$ cat config.mk
export PLATFORM = sky130hd
export DESIGN_NAME = rfa_front
export DESIGN_NICKNAME = d
export VERILOG_FILES = /design/src/rtl/rfa_pkg.sv /design/src/rtl/rfa_front.sv
export SDC_FILE = /design/constraint.sdc
export NUM_CORES = 2
export LEC_CHECK = 0
export BUFFER_PORTS_ARGS = -buffer_cell sky130_fd_sc_hd__buf_2
export CAP_MARGIN = 0
export CORE_MARGIN = 3
export CORE_UTILIZATION = 50
export DETAILED_ROUTE_END_ITERATION = 6
export GPL_ROUTABILITY_DRIVEN = 0
export PLACE_DENSITY = 0.69
export SETUP_SLACK_MARGIN = 0.05
export SLEW_MARGIN = 15
export SYNTH_ARGS = -nofsm -noshare
export SYNTH_HDL_FRONTEND = slang
export SYNTH_SLANG_ARGS = --single-unit
$ cat constraint.sdc
create_clock -name i_clk -period 18.26 [get_ports i_clk]
set_clock_uncertainty 0.1 [all_clocks]
set_input_delay 0.913 -clock i_clk [delete_from_list [all_inputs] [get_ports i_clk]]
set_output_delay 0.913 -clock i_clk [all_outputs]
set_load 0.05 [all_outputs]
$ cat src/rtl/rfa_pkg.sv
`timescale 1ns / 1ps
// ----------------------------------------------------------------------------
// rfa_pkg: shared types and constants for the rational fraction ALU
// Op codes, word widths and the item record passed from front to back.
// ----------------------------------------------------------------------------
package rfa_pkg;

    localparam int unsigned IN_WIDTH_DEF = 32;
    localparam int unsigned OP_W         = 3;
    localparam int unsigned WORD_W       = 64;

    typedef enum logic [OP_W-1:0] {
        OP_ADD    = 3'd0,
        OP_SUB    = 3'd1,
        OP_MUL    = 3'd2,
        OP_DIV    = 3'd3,
        OP_REDUCE = 3'd4,
        OP_PROPER = 3'd5,
        OP_RSV6   = 3'd6,
        OP_RSV7   = 3'd7
    } t_op;

    // item as classified by the front: operands for the back end
    typedef struct packed {
        logic              needs_reduce;
        logic [WORD_W-1:0] num;
        logic [WORD_W-1:0] den;
    } t_item;

endpackage

$ cat src/rtl/rfa_front.sv
`timescale 1ns / 1ps
// ----------------------------------------------------------------------------
// rfa_front: operand capture and cross products
// Sign-extends operands, forms products in steps S_P1 to S_P5, one multiplier.
// ----------------------------------------------------------------------------
module rfa_front #(
    parameter int unsigned IN_WIDTH = rfa_pkg::IN_WIDTH_DEF
) (
    input  logic                i_clk,
    input  logic                i_rst_n,
    input  logic                i_valid,
    output logic                o_ready,
    input  logic [2:0]          i_op,
    input  logic [IN_WIDTH-1:0] i_a_num,
    input  logic [IN_WIDTH-1:0] i_a_den,
    input  logic [IN_WIDTH-1:0] i_b_num,
    input  logic [IN_WIDTH-1:0] i_b_den,
    input  logic [IN_WIDTH-1:0] i_whole_count,
    output logic                o_valid,
    input  logic                i_ready,
    output rfa_pkg::t_item      o_item
);
    localparam int unsigned W  = rfa_pkg::WORD_W;
    localparam int unsigned HW = W / 2;
    localparam int unsigned MW = HW + 1;

    typedef enum logic [2:0] {S_IDLE, S_P1, S_P2, S_P3, S_P4, S_P5, S_OUT} t_state;

    t_state                  r_state;
    rfa_pkg::t_op            r_op;
    logic [W-1:0]            r_an, r_ad;
    logic [MW-1:0]           r_bn, r_bd, r_wc;
    logic [W-1:0]            r_p1, r_p2, r_p3, r_p4;
    logic [MW-1:0]           w_ma, w_mb;
    logic signed [2*MW-1:0]  w_prod;
    logic [W-1:0]            w_mul;
    rfa_pkg::t_item          r_item;

    // one 33x33 signed product per step; ad*(ad*wc) is taken in two steps,
    // against the low and the high half of ad*wc
    always_comb begin
        w_ma = '0;
        w_mb = '0;
        unique case (r_state)
            S_P1: begin
                w_ma = r_an[MW-1:0];
                w_mb = (r_op == rfa_pkg::OP_MUL) ? r_bn :
                       (r_op == rfa_pkg::OP_PROPER) ? r_ad[MW-1:0] : r_bd;
            end
            S_P2: begin
                w_ma = r_ad[MW-1:0];
                w_mb = (r_op == rfa_pkg::OP_PROPER) ? r_wc : r_bn;
            end
            S_P3: begin
                w_ma = r_ad[MW-1:0];
                w_mb = (r_op == rfa_pkg::OP_PROPER) ? r_ad[MW-1:0] : r_bd;
            end
            S_P4: begin
                w_ma = r_ad[MW-1:0];
                w_mb = {1'b0, r_p2[HW-1:0]};
            end
            S_P5: begin
                w_ma = r_ad[MW-1:0];
                w_mb = {1'b0, r_p2[W-1:HW]};
            end
            default: begin
                w_ma = '0;
                w_mb = '0;
            end
        endcase
    end

    assign w_prod = $signed(w_ma) * $signed(w_mb);
    assign w_mul  = w_prod[W-1:0];

    always_ff @(posedge i_clk) begin
        if (!i_rst_n) begin
            r_state <= S_IDLE;
        end else begin
            unique case (r_state)
                S_IDLE: if (i_valid) begin
                    r_op    <= rfa_pkg::t_op'(i_op);
                    r_an    <= W'(signed'(i_a_num));
                    r_ad    <= W'(signed'(i_a_den));
                    r_bn    <= MW'(signed'(i_b_num));
                    r_bd    <= MW'(signed'(i_b_den));
                    r_wc    <= MW'(signed'(i_whole_count));
                    r_state <= S_P1;
                end
                S_P1: begin
                    r_p1    <= w_mul;
                    r_state <= S_P2;
                end
                S_P2: begin
                    r_p2    <= w_mul;
                    r_state <= S_P3;
                end
                S_P3: begin
                    r_p3    <= w_mul;
                    r_state <= S_P4;
                end
                S_P4: begin
                    r_p4    <= w_mul;
                    r_state <= S_P5;
                end
                S_P5: begin
                    r_item.needs_reduce <= 1'b0;
                    unique case (r_op)
                        rfa_pkg::OP_ADD: begin
                            r_item.num <= r_p1 + r_p2;
                            r_item.den <= r_p3;
                        end
                        rfa_pkg::OP_SUB: begin
                            r_item.num <= r_p1 - r_p2;
                            r_item.den <= r_p3;
                        end
                        rfa_pkg::OP_MUL: begin
                            r_item.num <= r_p1;
                            r_item.den <= r_p3;
                        end
                        // divide: den is ad*bn from the second step
                        rfa_pkg::OP_DIV: begin
                            r_item.num <= r_p1;
                            r_item.den <= r_p2;
                        end
                        rfa_pkg::OP_REDUCE: begin
                            r_item.needs_reduce <= 1'b1;
                            r_item.num <= r_an;
                            r_item.den <= r_ad;
                        end
                        rfa_pkg::OP_PROPER: begin
                            r_item.needs_reduce <= 1'b1;
                            r_item.num <= r_p1 -
                                (r_p4 + {w_mul[HW-1:0], {HW{1'b0}}});
                            r_item.den <= r_p3;
                        end
                        default: begin
                            r_item.num <= '0;
                            r_item.den <= '0;
                        end
                    endcase
                    r_state <= S_OUT;
                end
                S_OUT: if (i_ready) r_state <= S_IDLE;
                default: r_state <= S_IDLE;
            endcase
        end
    end

    assign o_ready = (r_state == S_IDLE);
    assign o_valid = (r_state == S_OUT);
    assign o_item  = r_item;
endmodule

# After elaboration in Yosys (flattened, before gate mapping)
# Cells that the tools add are included.
# op_classes
muxes,10
addsub,4
reduce_logical,11
mul,1
eq_ne,13
# op_table
cell,count
$pmux 128 s6,1
$pmux 33 s5,1
$add 64x64->64,2
$sub 64x64->64,2
$mux 33,3
$pmux 33 s2,1
$mul 33x33->64,1
$pmux 3 s7,1
$eq 3x3->1 const B,5
$eq 3x2->1 const B,4
$reduce_and 2->1,6
$eq 3x1->1 const B,2
$logic_not 3->1,2
$mux 3,2
$reduce_or 4->1,1
$reduce_and 3->1,1
$ne 2x1->1 const B,1
$ne 2x2->1 const B,1
$reduce_or 2->1,1
$mux 1,1
# totals
wordCells,53
ff_bits,551
out_inout_bits,131
input_bits,167

# Logic depth before layout (Yosys ltp)
# depth
ltp_word,8
mapped_depth,47
mapped_depth_nobuf,45

# Least setup slack after synthesis
# OpenSTA, ideal clock, no wires.
# synth_path
path_kind,input to register
start,input port i_rst_n
end,"register r_ad[0], enable pin"
arrival_ps,17578
path_slack_ps,-559
stages,2
n_path_buf,0
t_required_ps,17019
path_cell_list,nand2b_1 nor4b_1
# synth_via
elab_chain_cells,1
# synth_rtl
item,line_no,rtl
"start, declared",rfa_front.sv:10,"input logic i_rst_n,"
$reduce_and 3->1 (no source line),--,
"end signal, assigned",rfa_front.sv:84,r_ad <= W'(signed'(i_a_den));
"end, declared",rfa_front.sv:31,"logic [W-1:0] r_an, r_ad;"
# No other way between the ends.
# A chain may end at the register's enable or synchronous reset.

# Worst setup path in the final report
# layout_path
start,register r_op[1]
end,"register r_item, in the netlist o_item[127] (data pin)"
# layout_via
elab_chain_cells,8
elab_cells_between_ends,14
classes_between,2 x add/sub; 1 x mul; 5 x eq/ne; 5 x mux; 1 x reduce/logical
# layout_rtl
item,line_no,rtl
"start, declared",rfa_front.sv:30,rfa_pkg::t_op r_op;
"start signal, assigned",rfa_front.sv:82,r_op <= rfa_pkg::t_op'(i_op);
$eq 3x3->1,--,
$mux 33,"rfa_front.sv:48, rfa_front.sv:56",
$mux 33,rfa_front.sv:47,w_mb = (r_op == rfa_pkg::OP_MUL) ? r_bn :
$pmux 33 s5,rfa_front.sv:44,unique case (r_state)
$mul 33x33->64,rfa_front.sv:73,assign w_prod = $signed(w_ma) * $signed(w_mb);
$add 64x64->64,rfa_front.sv:134,"(r_p4 + {w_mul[HW-1:0], {HW{1'b0}}});"
$sub 64x64->64,rfa_front.sv:133,r_item.num <= r_p1 -
$pmux 128 s6 (*),rfa_front.sv:108,unique case (r_op)
"end, declared",rfa_front.sv:37,rfa_pkg::t_item r_item;
# Mark *: on every way between the ends. The rest lies on a longest branch, timed or not.

==> reports/metrics.json <==
{
  "run_status": "finished with violations",
  "failed_checks": "DRC",
  "powerDensity_mw_per_mm2": 194,
  "drt-initial-drc-count": 6929,
  "synth_most_common_cell": "inv_1",
  "die-width_um": 372,
  "timing.slew.headroom_pct": 17.8,
  "drt_first_pass_iters": 7,
  "post-synth-top-area-fraction_pct": 34.0,
  "unrepaired_setup_endpoints_after_global_routing": "no",
  "detailroute.via_count": 53162,
  "max_clock_freq_mhz": 70.1,
  "worstRegToRegCells": 46,
  "synth_top_cells_by_area": "fa_1 34%, edfxtp_1 25%, inv_1 7.2%",
  "final.period_utilization_pct": 78.1,
  "finalSetupViolCount": 0,
  "synth.lib_cells_used.distinct": 88,
  "timing_hold_violations_final": 0,
  "cts_sinks": 551,
  "worst_path_max_delay_cell": "a21o_1",
  "path_class": "reg2reg",
  "cp-end-kind": "flip-flop",
  "floorplan.die.height_um": 372,
  "cp_peak_stage_delay_ns": 0.84,
  "largest_net_degree_at_the_start_of_global_routing": 68,
  "root_buffer": "clkbuf_16",
  "worstHoldPathCells": 1,
  "holdPathEnd": "r_bn[3]$_DFFE_PP_",
  "syn_area_mm2": 0.0670,
  "num_rows": 133,
  "placement.io_buffers": 297,
  "tightestPinTransition_ns": 1.22,
  "i_o_pins": 298,
  "finalSetupTns_ns": 0,
  "max-clock-path-buffers": 3,
  "final_core_util_pct": 54.8,
  "tritoncts.num_buffers": 60,
  "area.growth.synth_to_final_pct": 8.17,
  "worstPathRequired_ns": 18.60,
  "synthesis_warnings": 0,
  "global_route.overflow_total": 0,
  "start_point_of_the_critical_path": "r_op[1]$_DFFE_PP_",
  "peakVddDrop_uv": 241,
  "cts_tree": "yes",
  "rr_startpoint": "r_op[1]$_DFFE_PP_",
  "hold_start": "i_b_num[3]",
  "wire_per_inst_um": 27.3,
  "dp_wirelength_mm": 189,
  "ys.flop_type": "edfxtp_1",
  "bufs_and_invs_on_worst_path": 11,
  "finalWirelength_mm": 236,
  "crit_family": "adder cells",
  "start_util_pct": 50.7,
  "synthCells": 6685,
  "synthesis.area_per_instance_um2": 10.0,
  "leak_pwr_nw": 31.0,
  "timing.critical_path.fanout_max": 37,
  "clock_insertion_delay_worst_skew_ns": 0.70,
  "fin_crit_ns": 14.26,
  "worst_hold_path_type": "in2reg",
  "fp.coreArea_mm2": 0.132,
  "synth-seq-cells": 551,
  "post_route_cells_drive_above_1_share_pct": 8.63,
  "synth.net_count": 8360,
  "number_of_violations_of_the_max_capacitance_limit": 0,
  "synth.cells.most_frequent": "1288 x inv_1, 1138 x fa_1, 837 x nand2_1",
  "timing.reg2reg.setup_slack_ns": 4.00,
  "nFillCells": 11461,
  "drc": 39,
  "cts_setup_buffers": 0,
  "slew_violations": 0,
  "synth_enable_flop_cells": 548,
  "startpoint_type": "flip-flop",
  "worst_setup_hold_path_clk_slew_ns": 0.08,
  "number_of_global_route_vias_before_repair": 53648,
  "grt_usage_pct": 34.2,
  "arrival_ns": 14.61,
  "final_nets": 8506,
  "cts_hold_repair.buffers": 0,
  "synth_area_leader_cell": "fa_1",
  "synth-seq-area-share_pct": 24.6,
  "postSynth.asyncResetShare_pct": 0,
  "wire_length_of_the_first_global_routing_pass_mm": 346,
  "worstReg2RegEnd": "o_item[127]$_DFFE_PP_",
  "post_drt_via_cell_ratio": 6.15,
  "drtAntennaViolNets": 0,
  "dieArea_mm2": 0.139,
  "post_cts_resize_count": 0,
  "htree_depth": 2,
  "critPathMostFrequentCell": "a21o_1",
  "antenna_found_initial": 8
}
-- sequential cells by signal (all words and copies together), names as in the netlist --
signal   flops
o_item     129
r_p1        64
r_p2        64
r_p3        64
r_p4        64
r_ad        32
r_an        32
r_bd        32
r_bn        32
r_wc        32
r_op         3
r_state      3
-- cells in the final DEF, fill, tap and decap left out, drive strengths merged, types with 20 or more instances in the layout --
cell,count
a21o,127
a21oi,249
a221o,37
a221oi,86
a222oi,50
a22o,34
a22oi,36
a31oi,29
and2,50
and3,22
buf,422
clkbuf,69
clkinv,30
edfxtp,548
fa,1138
ha,370
inv,1292
mux2i,45
nand2,837
nand2b,38
nand3,45
nand4,39
nor2,486
nor2b,21
nor3,44
o211ai,32
o21a,27
o21ai,177
o21bai,41
o31ai,20
xnor2,154
xor2,97
-- cell type report --
cell class	instances	area (um2)	share of cell area, %
flip-flops and latches	551	16500	22.8
inverters	1290	4840	6.68
repair buffers	422	2420	3.34
clock buffers	69	1560	2.15
diodes	11	27.5	0.0380
well taps	1755	2200	3.03
multi-input cells	4506	44500	61.4
clock inverters	44	417	0.575
-- routing by layer --
layer | up-vias | GRT usage (%) | wire, um
li1 | 21854 | - | -
met1 | 26465 | 43.3 | 81700
met2 | 3981 | 49.9 | 99600
met3 | 854 | 14.8 | 39600
met4 | 8 | 17.3 | 15300
met5 | - | 0 | 55
-- cells by family (layout without fill, tap and decap cells) --
kind of cell	Yosys count	in the layout	synth area share, %
adder cells (fa/ha/maj)	1508	1508	40.9
XOR/XNOR	251	251	3.28
multiplexers	47	47	0.705
AND/OR/NAND/NOR	1660	1660	10.6
flip-flops	551	551	24.6
buffers and inverters	1628	1825	9.16
other	0	11	0
AO/OA/AOI/OAI	1040	1040	10.7
-- power by group --
group | internal [mW] | switching, mW
logic | 3.57 | 6.69
clock network | 0.675 | 0.546
registers | 2.30 | 0.284
total | 6.55 | 7.52
-- worst max path at each step --
stage / endpoint / cells after the start
after global placement: o_item[127]$_DFFE_PP_ / 47
after floorplan: o_item[127]$_DFFE_PP_ / 43
final: o_item[127]$_DFFE_PP_ / 46
after global routing: o_item[127]$_DFFE_PP_ / 46
after CTS: o_item[127]$_DFFE_PP_ / 44
after detailed placement: o_item[127]$_DFFE_PP_ / 44
-- worst register-to-register path, delay by kind of cell (launching register included) --
family	cells	cell delay (ns)
fa+ha+maj	11	4.71
compound gates	14	3.63
simple gates	9	2.63
buf+inv	11	2.09
xor+xnor	1	0.49
flops	1	0.37
-- per-stage QoR --
| stage | std cells | power, mW | setup slack, ns | instance area, um2 | hold WS [ns] |
|---|---|---|---|---|---|
| floorplan | 6685 | 9.01 | 7.06 | 67000 | 0.425 |
| global placement | 8524 | 12.2 | 4.76 | 70500 | 0.442 |
| detailed placement | 8524 | 12.4 | 4.41 | 70500 | 0.437 |
| CTS | 8637 | 13.7 | 4.34 | 72500 | 0.261 |
| global route | 8637 | 14.8 | 3.75 | 72500 | 0.263 |
| finish | 8648 | 14.1 | 4.00 | 72500 | 0.285 |
(Power assumes the default switching activity.)
