<file path="src/rtl/rfa_pkg.sv">
`timescale 1ns / 1ps
// ----------------------------------------------------------------------------
// rfa_pkg: shared types and constants for the rational fraction ALU
// Op codes, word widths and the item record passed from front to back.
// ----------------------------------------------------------------------------
package rfa_pkg;

    localparam int unsigned IN_WIDTH_DEF = 32;
    localparam int unsigned OP_W         = 3;
    localparam int unsigned WORD_W       = 64;

    typedef enum logic [OP_W-1:0] {
        OP_ADD    = 3'd0,
        OP_SUB    = 3'd1,
        OP_MUL    = 3'd2,
        OP_DIV    = 3'd3,
        OP_REDUCE = 3'd4,
        OP_PROPER = 3'd5,
        OP_RSV6   = 3'd6,
        OP_RSV7   = 3'd7
    } t_op;

    // item as classified by the front: operands for the back end
    typedef struct packed {
        logic              needs_reduce;
        logic [WORD_W-1:0] num;
        logic [WORD_W-1:0] den;
    } t_item;

endpackage

</file>
<file path="src/rtl/rfa_divider.sv">
`timescale 1ns / 1ps
// ----------------------------------------------------------------------------
// rfa_divider: 64-bit restoring divider, one quotient bit per cycle
// Truncating quotient and remainder of signed operands, divisor nonzero.
// ----------------------------------------------------------------------------
module rfa_divider (
    input  logic                      i_clk,
    input  logic                      i_rst_n,
    input  logic                      i_start,
    input  logic [rfa_pkg::WORD_W-1:0] i_dividend,
    input  logic [rfa_pkg::WORD_W-1:0] i_divisor,
    output logic                      o_done,
    output logic [rfa_pkg::WORD_W-1:0] o_quot,
    output logic [rfa_pkg::WORD_W-1:0] o_rem
);
    localparam int unsigned W  = rfa_pkg::WORD_W;
    localparam int unsigned CW = $clog2(W + 1);

    logic [W-1:0]  r_q, r_d, r_r;
    logic [CW-1:0] r_cnt;
    logic          r_busy, r_done, r_qneg, r_rneg;
    logic [W:0]    w_trial;
    logic [W-1:0]  w_shift;

    assign w_shift = {r_r[W-2:0], r_q[W-1]};
    assign w_trial = {r_r, r_q[W-1]} - {1'b0, r_d};

    always_ff @(posedge i_clk) begin
        if (!i_rst_n) begin
            r_busy <= 1'b0;
            r_done <= 1'b0;
            r_cnt  <= '0;
        end else begin
            r_done <= 1'b0;
            if (i_start) begin
                r_busy <= 1'b1;
                r_cnt  <= CW'(W);
                r_q    <= i_dividend[W-1] ? (W'(0) - i_dividend) : i_dividend;
                r_d    <= i_divisor[W-1] ? (W'(0) - i_divisor) : i_divisor;
                r_r    <= '0;
                r_qneg <= i_dividend[W-1] ^ i_divisor[W-1];
                r_rneg <= i_dividend[W-1];
            end else if (r_busy) begin
                // shift in one dividend bit, subtract when it fits
                if (!w_trial[W]) begin
                    r_r <= w_trial[W-1:0];
                    r_q <= {r_q[W-2:0], 1'b1};
                end else begin
                    r_r <= {w_shift[W-1:0]};
                    r_q <= {r_q[W-2:0], 1'b0};
                end
                r_cnt <= r_cnt - 1'b1;
                if (r_cnt == CW'(1)) begin
                    r_busy <= 1'b0;
                    r_done <= 1'b1;
                end
            end
        end
    end

    assign o_done = r_done;
    assign o_quot = r_qneg ? (W'(0) - r_q) : r_q;
    assign o_rem  = r_rneg ? (W'(0) - r_r) : r_r;

    a_done_after_busy: assert property (@(posedge i_clk) disable iff (!i_rst_n)
        r_done |-> $past(r_busy))
        else $error("divider done without run");
    a_no_start_busy: assert property (@(posedge i_clk) disable iff (!i_rst_n)
        r_done |-> !r_busy || $past(i_start))
        else $error("divider busy after done");
    a_cnt_zero_idle: assert property (@(posedge i_clk) disable iff (!i_rst_n)
        (!r_busy && !$past(i_start)) |-> r_cnt == '0 || $past(!i_rst_n))
        else $error("divider count left over");
endmodule

</file>
<file path="src/rtl/rfa_back.sv">
`timescale 1ns / 1ps
// ----------------------------------------------------------------------------
// rfa_back: Euclid reduction and result register
// Runs the remainder loop and the two final quotients on one shared divider.
// ----------------------------------------------------------------------------
module rfa_back (
    input  logic                      i_clk,
    input  logic                      i_rst_n,
    input  logic                      i_valid,
    output logic                      o_ready,
    input  rfa_pkg::t_item            i_item,
    output logic                      o_valid,
    input  logic                      i_ready,
    output logic [rfa_pkg::WORD_W-1:0] o_res_num,
    output logic [rfa_pkg::WORD_W-1:0] o_res_den,
    output logic                      o_is_zero,
    output logic                      o_gcd_error
);
    localparam int unsigned W = rfa_pkg::WORD_W;

    typedef enum logic [2:0] {
        S_IDLE, S_GCD, S_GWAIT, S_QN, S_QNW, S_QDW, S_OUT
    } t_state;

    t_state       r_state;
    logic [W-1:0] r_n, r_d, r_c, r_e, r_qn;
    logic [W-1:0] r_rn, r_rd;
    logic         r_err;
    logic         w_start, w_done;
    logic [W-1:0] w_dvd, w_dvs, w_quot, w_rem;

    always_comb begin
        w_start = 1'b0;
        w_dvd   = r_c;
        w_dvs   = r_e;
        unique case (r_state)
            S_GCD: w_start = (r_e != '0);
            S_QN: begin
                w_start = 1'b1;
                w_dvd   = r_n;
                w_dvs   = r_c;
            end
            S_QNW: begin
                w_start = w_done;
                w_dvd   = r_d;
                w_dvs   = r_c;
            end
            default: w_start = 1'b0;
        endcase
    end

    rfa_divider u_div (
        .i_clk      (i_clk),
        .i_rst_n    (i_rst_n),
        .i_start    (w_start),
        .i_dividend (w_dvd),
        .i_divisor  (w_dvs),
        .o_done     (w_done),
        .o_quot     (w_quot),
        .o_rem      (w_rem)
    );

    always_ff @(posedge i_clk) begin
        if (!i_rst_n) begin
            r_state <= S_IDLE;
        end else begin
            unique case (r_state)
                S_IDLE: if (i_valid) begin
                    r_n   <= i_item.num;
                    r_d   <= i_item.den;
                    r_c   <= i_item.num;
                    r_e   <= i_item.den;
                    r_rn  <= i_item.num;
                    r_rd  <= i_item.den;
                    r_err <= 1'b0;
                    r_state <= i_item.needs_reduce ? S_GCD : S_OUT;
                end
                S_GCD: begin
                    if (r_e != '0) begin
                        r_state <= S_GWAIT;
                    end else if (r_c == '0) begin
                        // both operands zero: flag and force zero
                        r_err   <= 1'b1;
                        r_rn    <= '0;
                        r_rd    <= '0;
                        r_state <= S_OUT;
                    end else begin
                        r_state <= S_QN;
                    end
                end
                S_GWAIT: if (w_done) begin
                    r_c     <= r_e;
                    r_e     <= w_rem;
                    r_state <= S_GCD;
                end
                S_QN: r_state <= S_QNW;
                S_QNW: if (w_done) begin
                    r_qn    <= w_quot;
                    r_state <= S_QDW;
                end
                S_QDW: if (w_done) begin
                    r_rn    <= r_qn;
                    r_rd    <= w_quot;
                    r_state <= S_OUT;
                end
                S_OUT: if (i_ready) r_state <= S_IDLE;
                default: r_state <= S_IDLE;
            endcase
        end
    end

    assign o_ready     = (r_state == S_IDLE);
    assign o_valid     = (r_state == S_OUT);
    assign o_res_num   = r_rn;
    assign o_res_den   = r_rd;
    assign o_is_zero   = (r_rn == '0) || (r_rd == '0);
    assign o_gcd_error = r_err;

    a_err_zero: assert property (@(posedge i_clk) disable iff (!i_rst_n)
        (o_valid && o_gcd_error) |-> (o_res_num == '0 && o_res_den == '0))
        else $error("gcd error with nonzero result");
    a_out_hold: assert property (@(posedge i_clk) disable iff (!i_rst_n)
        (o_valid && !i_ready) |=> o_valid && $stable(o_res_num))
        else $error("result changed while stalled");
    a_no_take_busy: assert property (@(posedge i_clk) disable iff (!i_rst_n)
        o_ready |-> !o_valid)
        else $error("back end takes item while holding result");
endmodule
</file>
<file path="config.mk">
export PLATFORM = sky130hd
export DESIGN_NAME = rfa_back
export DESIGN_NICKNAME = d
export VERILOG_FILES = /design/src/rtl/rfa_pkg.sv /design/src/rtl/rfa_divider.sv /design/src/rtl/rfa_back.sv
export SDC_FILE = /design/constraint.sdc
export NUM_CORES = 1
export LEC_CHECK = 0
export ABC_CLOCK_PERIOD_IN_PS = 12890
export BUFFER_PORTS_ARGS = -buffer_cell sky130_fd_sc_hd__buf_2
export CORE_MARGIN = 4
export CORE_UTILIZATION = 30
export CTS_CLUSTER_SIZE = 8
export DETAILED_ROUTE_END_ITERATION = 8
export SLEW_MARGIN = 20
export SYNTH_ARGS = -nofsm -noshare
export SYNTH_HDL_FRONTEND = slang
export SYNTH_SLANG_ARGS = --single-unit
</file>
<file path="constraint.sdc">
create_clock -name i_clk -period 12.89 [get_ports i_clk]
set_input_delay 0.6445 -clock i_clk [delete_from_list [all_inputs] [get_ports i_clk]]
set_output_delay 0.6445 -clock i_clk [all_outputs]
set_load 0.02 [all_outputs]
</file>
Word-level counts from Yosys, hierarchy flattened
Index checks and enable logic that the tools add are counted.

$mul: 0. Div/mod/pow operators: 0. Add/subtract/negate cells: 6. Order comparisons: 0. Equal/unequal tests: 14. Reductions and logical operators: 21. Mux-type cells: 43. Bitwise operators: 3. Shifts and indexed selects: 0.

Operators with widths (number): $mux W64 (16); $pmux W64 S2 (3); $pmux W64 S3 (2); $sub A1 B64 Y64 const A (4); $logic_not A64 Y1 (3); $sub A65 B64 Y65 (1); $reduce_bool A64 Y1 (1); $mux W63 (1); $mux W3 (8); $pmux W3 S7 (1); $mux W7 (2); $reduce_and A5 Y1 (2); $eq A3 B3 Y1 const B (3); $mux W1 (8); $ne A2 B1 Y1 const B (4); $eq A7 B1 Y1 const B (1); $sub A7 B1 Y7 const B (1); $eq A3 B2 Y1 const B (2); $ne A2 B2 Y1 const B (3); $reduce_and A3 Y1 (2); $reduce_and A6 Y1 (1); $reduce_bool A2 Y1 (3); $reduce_and A2 Y1 (2); $reduce_and A4 Y1 (1); 10 further kinds (12).

ROM bits: 0. Word-level logic and storage cells: 106. Output and inout bits: 132. Register bits after elaboration: 655. Input port bits: 133. RAM bits: 0. Memories kept: 0. Latch bits: 0.

Depth between registers and ports, before layout
Depth after elaboration: 5. Mapped depth: 20. Depth with buffers taken out: 13.

Hierarchy
Synthesis repeated with hierarchy kept, for this count alone.

Cell total of the unflattened synthesis: 3389. Area, all modules: 36442.5 µm².

Modules (own cells, without submodules): rfa_back (instances 1, cells an instance 1447, area each 19596.3 µm², seq. area each 13543.0 µm²); rfa_divider (instances 1, cells an instance 1942, area each 16846.2 µm², seq. area each 6005.8 µm²).

Worst setup path after synthesis
No wires, ideal clock.

Path kind: register to register. Start point: register r_state[1]. End point: register r_c[0] (enable). Cell stages (with the launch flop): 15. Setup slack: 3.834 ns. Arrival: 8.426 ns. Buffers on the path: 11. Period minus slack after synthesis: 9.056 ns. Path through: dfxtp_1 > buf_6 > buf_6 > buf_6 > buf_6 > buf_2 > buf_2 > buf_2 > buf_2 > buf_2 > buf_2 > buf_2 > nor3_1 > a22oi_1 > nor2b_1.

Word-level cells in the longest chain between the ends: 3. Elaborated cells on any way between the ends: 6.

Ends and longest elaborated chain: start: declaration (RTL line rfa_back.sv:25) `t_state r_state;`; start signal: assignment (RTL line rfa_back.sv:76) `r_state <= i_item.needs_reduce ? S_GCD : S_OUT;`; $logic_not A3 Y1 *; via o_ready (RTL line rfa_back.sv:10) `output logic o_ready,`; $ne A2 B2 Y1 (no line) / $reduce_bool A2 Y1 (equally long branches); $reduce_and A4 Y1 (no line) *; end signal: assignment (RTL line rfa_back.sv:71) `r_c <= i_item.num;`; end signal: assignment (RTL line rfa_back.sv:92) `r_c <= r_e;`; end: declaration (RTL line rfa_back.sv:26) `logic [W-1:0] r_n, r_d, r_c, r_e, r_qn;`.

The timed path passes the listed nets; every way through them passes the cells marked *. A chain may end at the register's enable or synchronous reset.

Worst setup path after layout
Start point: register r_state[0]. End point: register u_div.r_d[58] (data pin).

Word-level cells in the longest chain between the ends: 5. Elaborated cells on any way between the ends: 6.

Ends and longest elaborated chain: $eq A3 B3 Y1 / $eq A3 B2 Y1 (equally long branches) (RTL line rfa_back.sv:36) `unique case (r_state)`; $reduce_or A2 Y1 (no line) *; $mux W64 * (RTL line rfa_back.sv:36); $sub A1 B64 Y64 (RTL line rfa_divider.sv:39) `r_d <= i_divisor[W-1] ? (W'(0) - i_divisor) : i_divisor;`; $mux W63 * (RTL line rfa_divider.sv:39); end signal: assignment (RTL line rfa_divider.sv:39); end: declaration (RTL line rfa_divider.sv:19) `logic [W-1:0] r_q, r_d, r_r;`.

Every way passes the cells marked *; elsewhere a longest branch is shown, timed or not.

==> summary.txt <==
Outcome -> complete, no violations
HPWL Detailed -> 111 mm
Minimum clock period -> 5.75 ns
Share of cells above drive strength 1 -> 0.132
CTS tree -> built
FP Rows -> 133
H-tree lvl count -> 3
Resized cells post-CTS -> 0
Initial antenna violation count -> 31
Clk slew on worst S/H paths -> 0.05 ns
Cells after Synth -> 4063
CP arrival -> 6.14 ns
DRT Pass-1 Iters -> 6
Sum Neg Setup Slack -> 0 ns
Fmax -> 0.174 GHz
Clock Tree Buf Depth -> 3
Post-CTS setup buffer count -> 0
Skew-Pair Late Insertion Delay -> 0.66 ns
Synth async-reset ratio -> 0
Initial Util -> 0.302
Peak supply drop -> 0.000128 V
Synth Warn # -> 0
CTS Hold Bufs -> 0
Clock sinks -> 655
Maxcap violations -> 0
Area grow syn2layout -> 13.5%
Vias/cell -> 5.66
Met2 global-route usage -> 0.336
DRC violations left -> 0
CP Cell Sequence -> buf_12 > nor2b_4 > buf_4 > buf_4 > or3_1 > o211ai_1 > ha_1 > nand2_1 > nor3b_1 > and2_1 > nand3_1 > or4_1 > o21ai_1 > xor2_1
Crit Path Class -> flop to flop
Synth Net Count -> 4267
Final setup violation count -> 0
IO buf count -> 264
First-pass GRT wire length -> 215 mm
Slowest stage delay, CP -> 0.90 ns
Crit path max-delay family -> simple AND/OR/NAND/NOR gates
RD Place Congestion -> 0.895
CTS buffer count -> 92
Remaining global-route overflow -> 0
WL/cell -> 25.1 um
Die footprint -> 138000 um^2
Most used cell, CP -> buf_4
Leak -> 15.8 nW
Pwr dens -> 240 nW/um^2
Period Utilization, post-route -> 0.446
CP max-delay cell -> dfxtp_4
Yosys top cell area share -> 0.487
Hold Path Class -> primary input to flop
Crit path buf inv count -> 3
Synth area leader -> edfxtp_1
Mapped Area -> 39700 um^2
GRT Resource Usage Total -> 0.209
Post-Route Utilization -> 0.343
Ys flop type -> edfxtp_1
Fillers -> 13400
Die span in x -> 372 um
Largest net degree at the start of global routing -> 192
Initial DRC count -> 4363
Worst endpoint required time -> 13.29 ns
Type of origin of the critical path -> flop
# nets final -> 4392
RSZ-0062 raised after global routing -> false
Routed WL -> 150 mm
Worst-Margin Slew -> 1.22 ns
Met1 usage -> 0.268
Final hold violation count -> 0
Layer with the highest usage -> met2
Met3 usage -> 0.0416
Synth Register Bits -> 655
Max transition margin -> 0.180
EDFF count, synth -> 643
Number of global-route vias before repair -> 31500
Clock root buffer master -> clkbuf_16
Worst-path maximum fanout -> 146
Routed Antenna Nets -> 0
Synth unique cells -> 84
Crit end category -> flop
Max-slew violation count -> 0
Die Ht -> 372 um
Top cells by area, synth -> edfxtp_1 49%, nand2_1 5.5%, xnor2_1 3.6%
Core area -> 131000 um^2
Sequential fraction of the synthesis area -> 0.493
# IOs -> 265
Syn avg cell area -> 9.77 um^2
DR vias -> 33900
Clk_skew -> 0.0309 ns
==> cell type report <==
cell class	instances	area, um^2	area share
sequential	655	19600	0.434
multi-input combinational	3031	18600	0.414
clock buffer	125	2500	0.0555
tap	1755	2200	0.0487
timing repair buffer	303	1650	0.0367
inverter	105	395	0.00878
clock inverter	5	80.1	0.00178
antenna	13	32.5	0.000722
==> registers in the layout (all words and copies together) (netlist names) <==
| signal | flops |
|---|---|
| o_gcd_error | 1 |
| o_res_den | 64 |
| o_res_num | 64 |
| r_c | 64 |
| r_d | 64 |
| r_e | 64 |
| r_n | 64 |
| r_qn | 64 |
| r_state | 3 |
| u_div.o_done | 1 |
| u_div.r_busy | 1 |
| u_div.r_cnt | 7 |
| u_div.r_d | 64 |
| u_div.r_q | 64 |
| u_div.r_qneg | 1 |
| u_div.r_r | 64 |
| u_div.r_rneg | 1 |
==> where the power goes <==
part           switching [mW]  internal, mW  total (mW)
Clock                   0.917          1.35        2.26
Sequential              0.616          3.21        3.83
Combinational            3.07          1.67        4.73
==> cells in the final DEF (no fill, tap or decap), drive strengths merged, types with 77 or more instances in the layout <==
cell type  Yosys  final
a21oi        247    247
buf           97    303
clkbuf       175    125
edfxtp       643    643
inv          105    106
nand2        580    580
nand3        109    109
nor2         232    232
nor2b         97     97
nor3         169    169
nor4          77     77
o21ai        314    314
or3          103    103
xnor2        163    163
xor2         138    138
==> synth_stat cells, drive strengths merged, types with 29 or more instances <==
cell type and count:
a21oi 247, buf 97, clkbuf 175, edfxtp 643, ha 70, inv 105, mux2 70, nand2 580
nand3 109, nand4 52, nor2 232, nor2b 97, nor3 169, nor4 77, o211ai 73, o21a 33
o21ai 314, o22a 64, o22ai 45, o31ai 55, or3 103, or4 29, xnor2 163, xor2 138
==> worst register-to-register path: stages, from the launching register on <==
cell      delay, ns
dfxtp_4        0.90
buf_12         0.58
nor2b_4        0.13
buf_4          0.25
buf_4          0.39
or3_1          0.49
o211ai_1       0.16
ha_1           0.24
nand2_1        0.09
nor3b_1        0.71
and2_1         0.34
nand3_1        0.30
or4_1          0.65
o21ai_1        0.17
xor2_1         0.11
==> final timing paths <==
path                    endpoint  cells past startpoint  slack [ns]            from
setup / recovery   u_div.r_d[58]                     14        7.14      r_state[0]
hold / removal            r_n[7]                      1        0.27      i_item[71]
setup reg to reg   u_div.r_d[58]                     14        7.14      r_state[0]
hold reg to reg   u_div.r_cnt[1]                      2        0.50  u_div.r_cnt[1]
==> per-layer routing <==
| layer | vias to the layer above | part of all wire | wire [um] |
|---|---|---|---|
| met4 | 12 | 0.056 | 8370 |
| met2 | 1609 | 0.46 | 68500 |
| li1 | 15300 | - | - |
| met1 | 16600 | 0.40 | 59700 |
| met3 | 338 | 0.090 | 13400 |
| met5 | - | 0.00051 | 77 |
==> stage by stage <==
stage	hold WS (ns)	std cells	power [mW]	cell area, um^2	setup slack (ns)
after global routing	0.247	5982	11.4	45000	6.77
after CTS	0.241	5979	10.8	45000	7.33
after global placement	0.485	5849	8.48	42400	7.37
final	0.271	5992	10.8	45100	7.14
after detailed placement	0.488	5849	8.52	42400	7.33
after floorplan	0.466	4063	7.06	39700	3.83
==> logic make-up after synthesis <==
| kind of cell | count (synthesis) | synth area share |
|---|---|---|
| and+or+nand+nor | 1543 | 0.188 |
| AOI/OAI and AO/OA | 1019 | 0.163 |
| DFF | 655 | 0.493 |
| buffers and inverters | 377 | 0.0406 |
| xor gates and xnor gates | 301 | 0.0664 |
| muxes | 97 | 0.0267 |
| adders and majority gates | 71 | 0.0226 |
No activity file was read; power rests on OpenSTA's default activity.
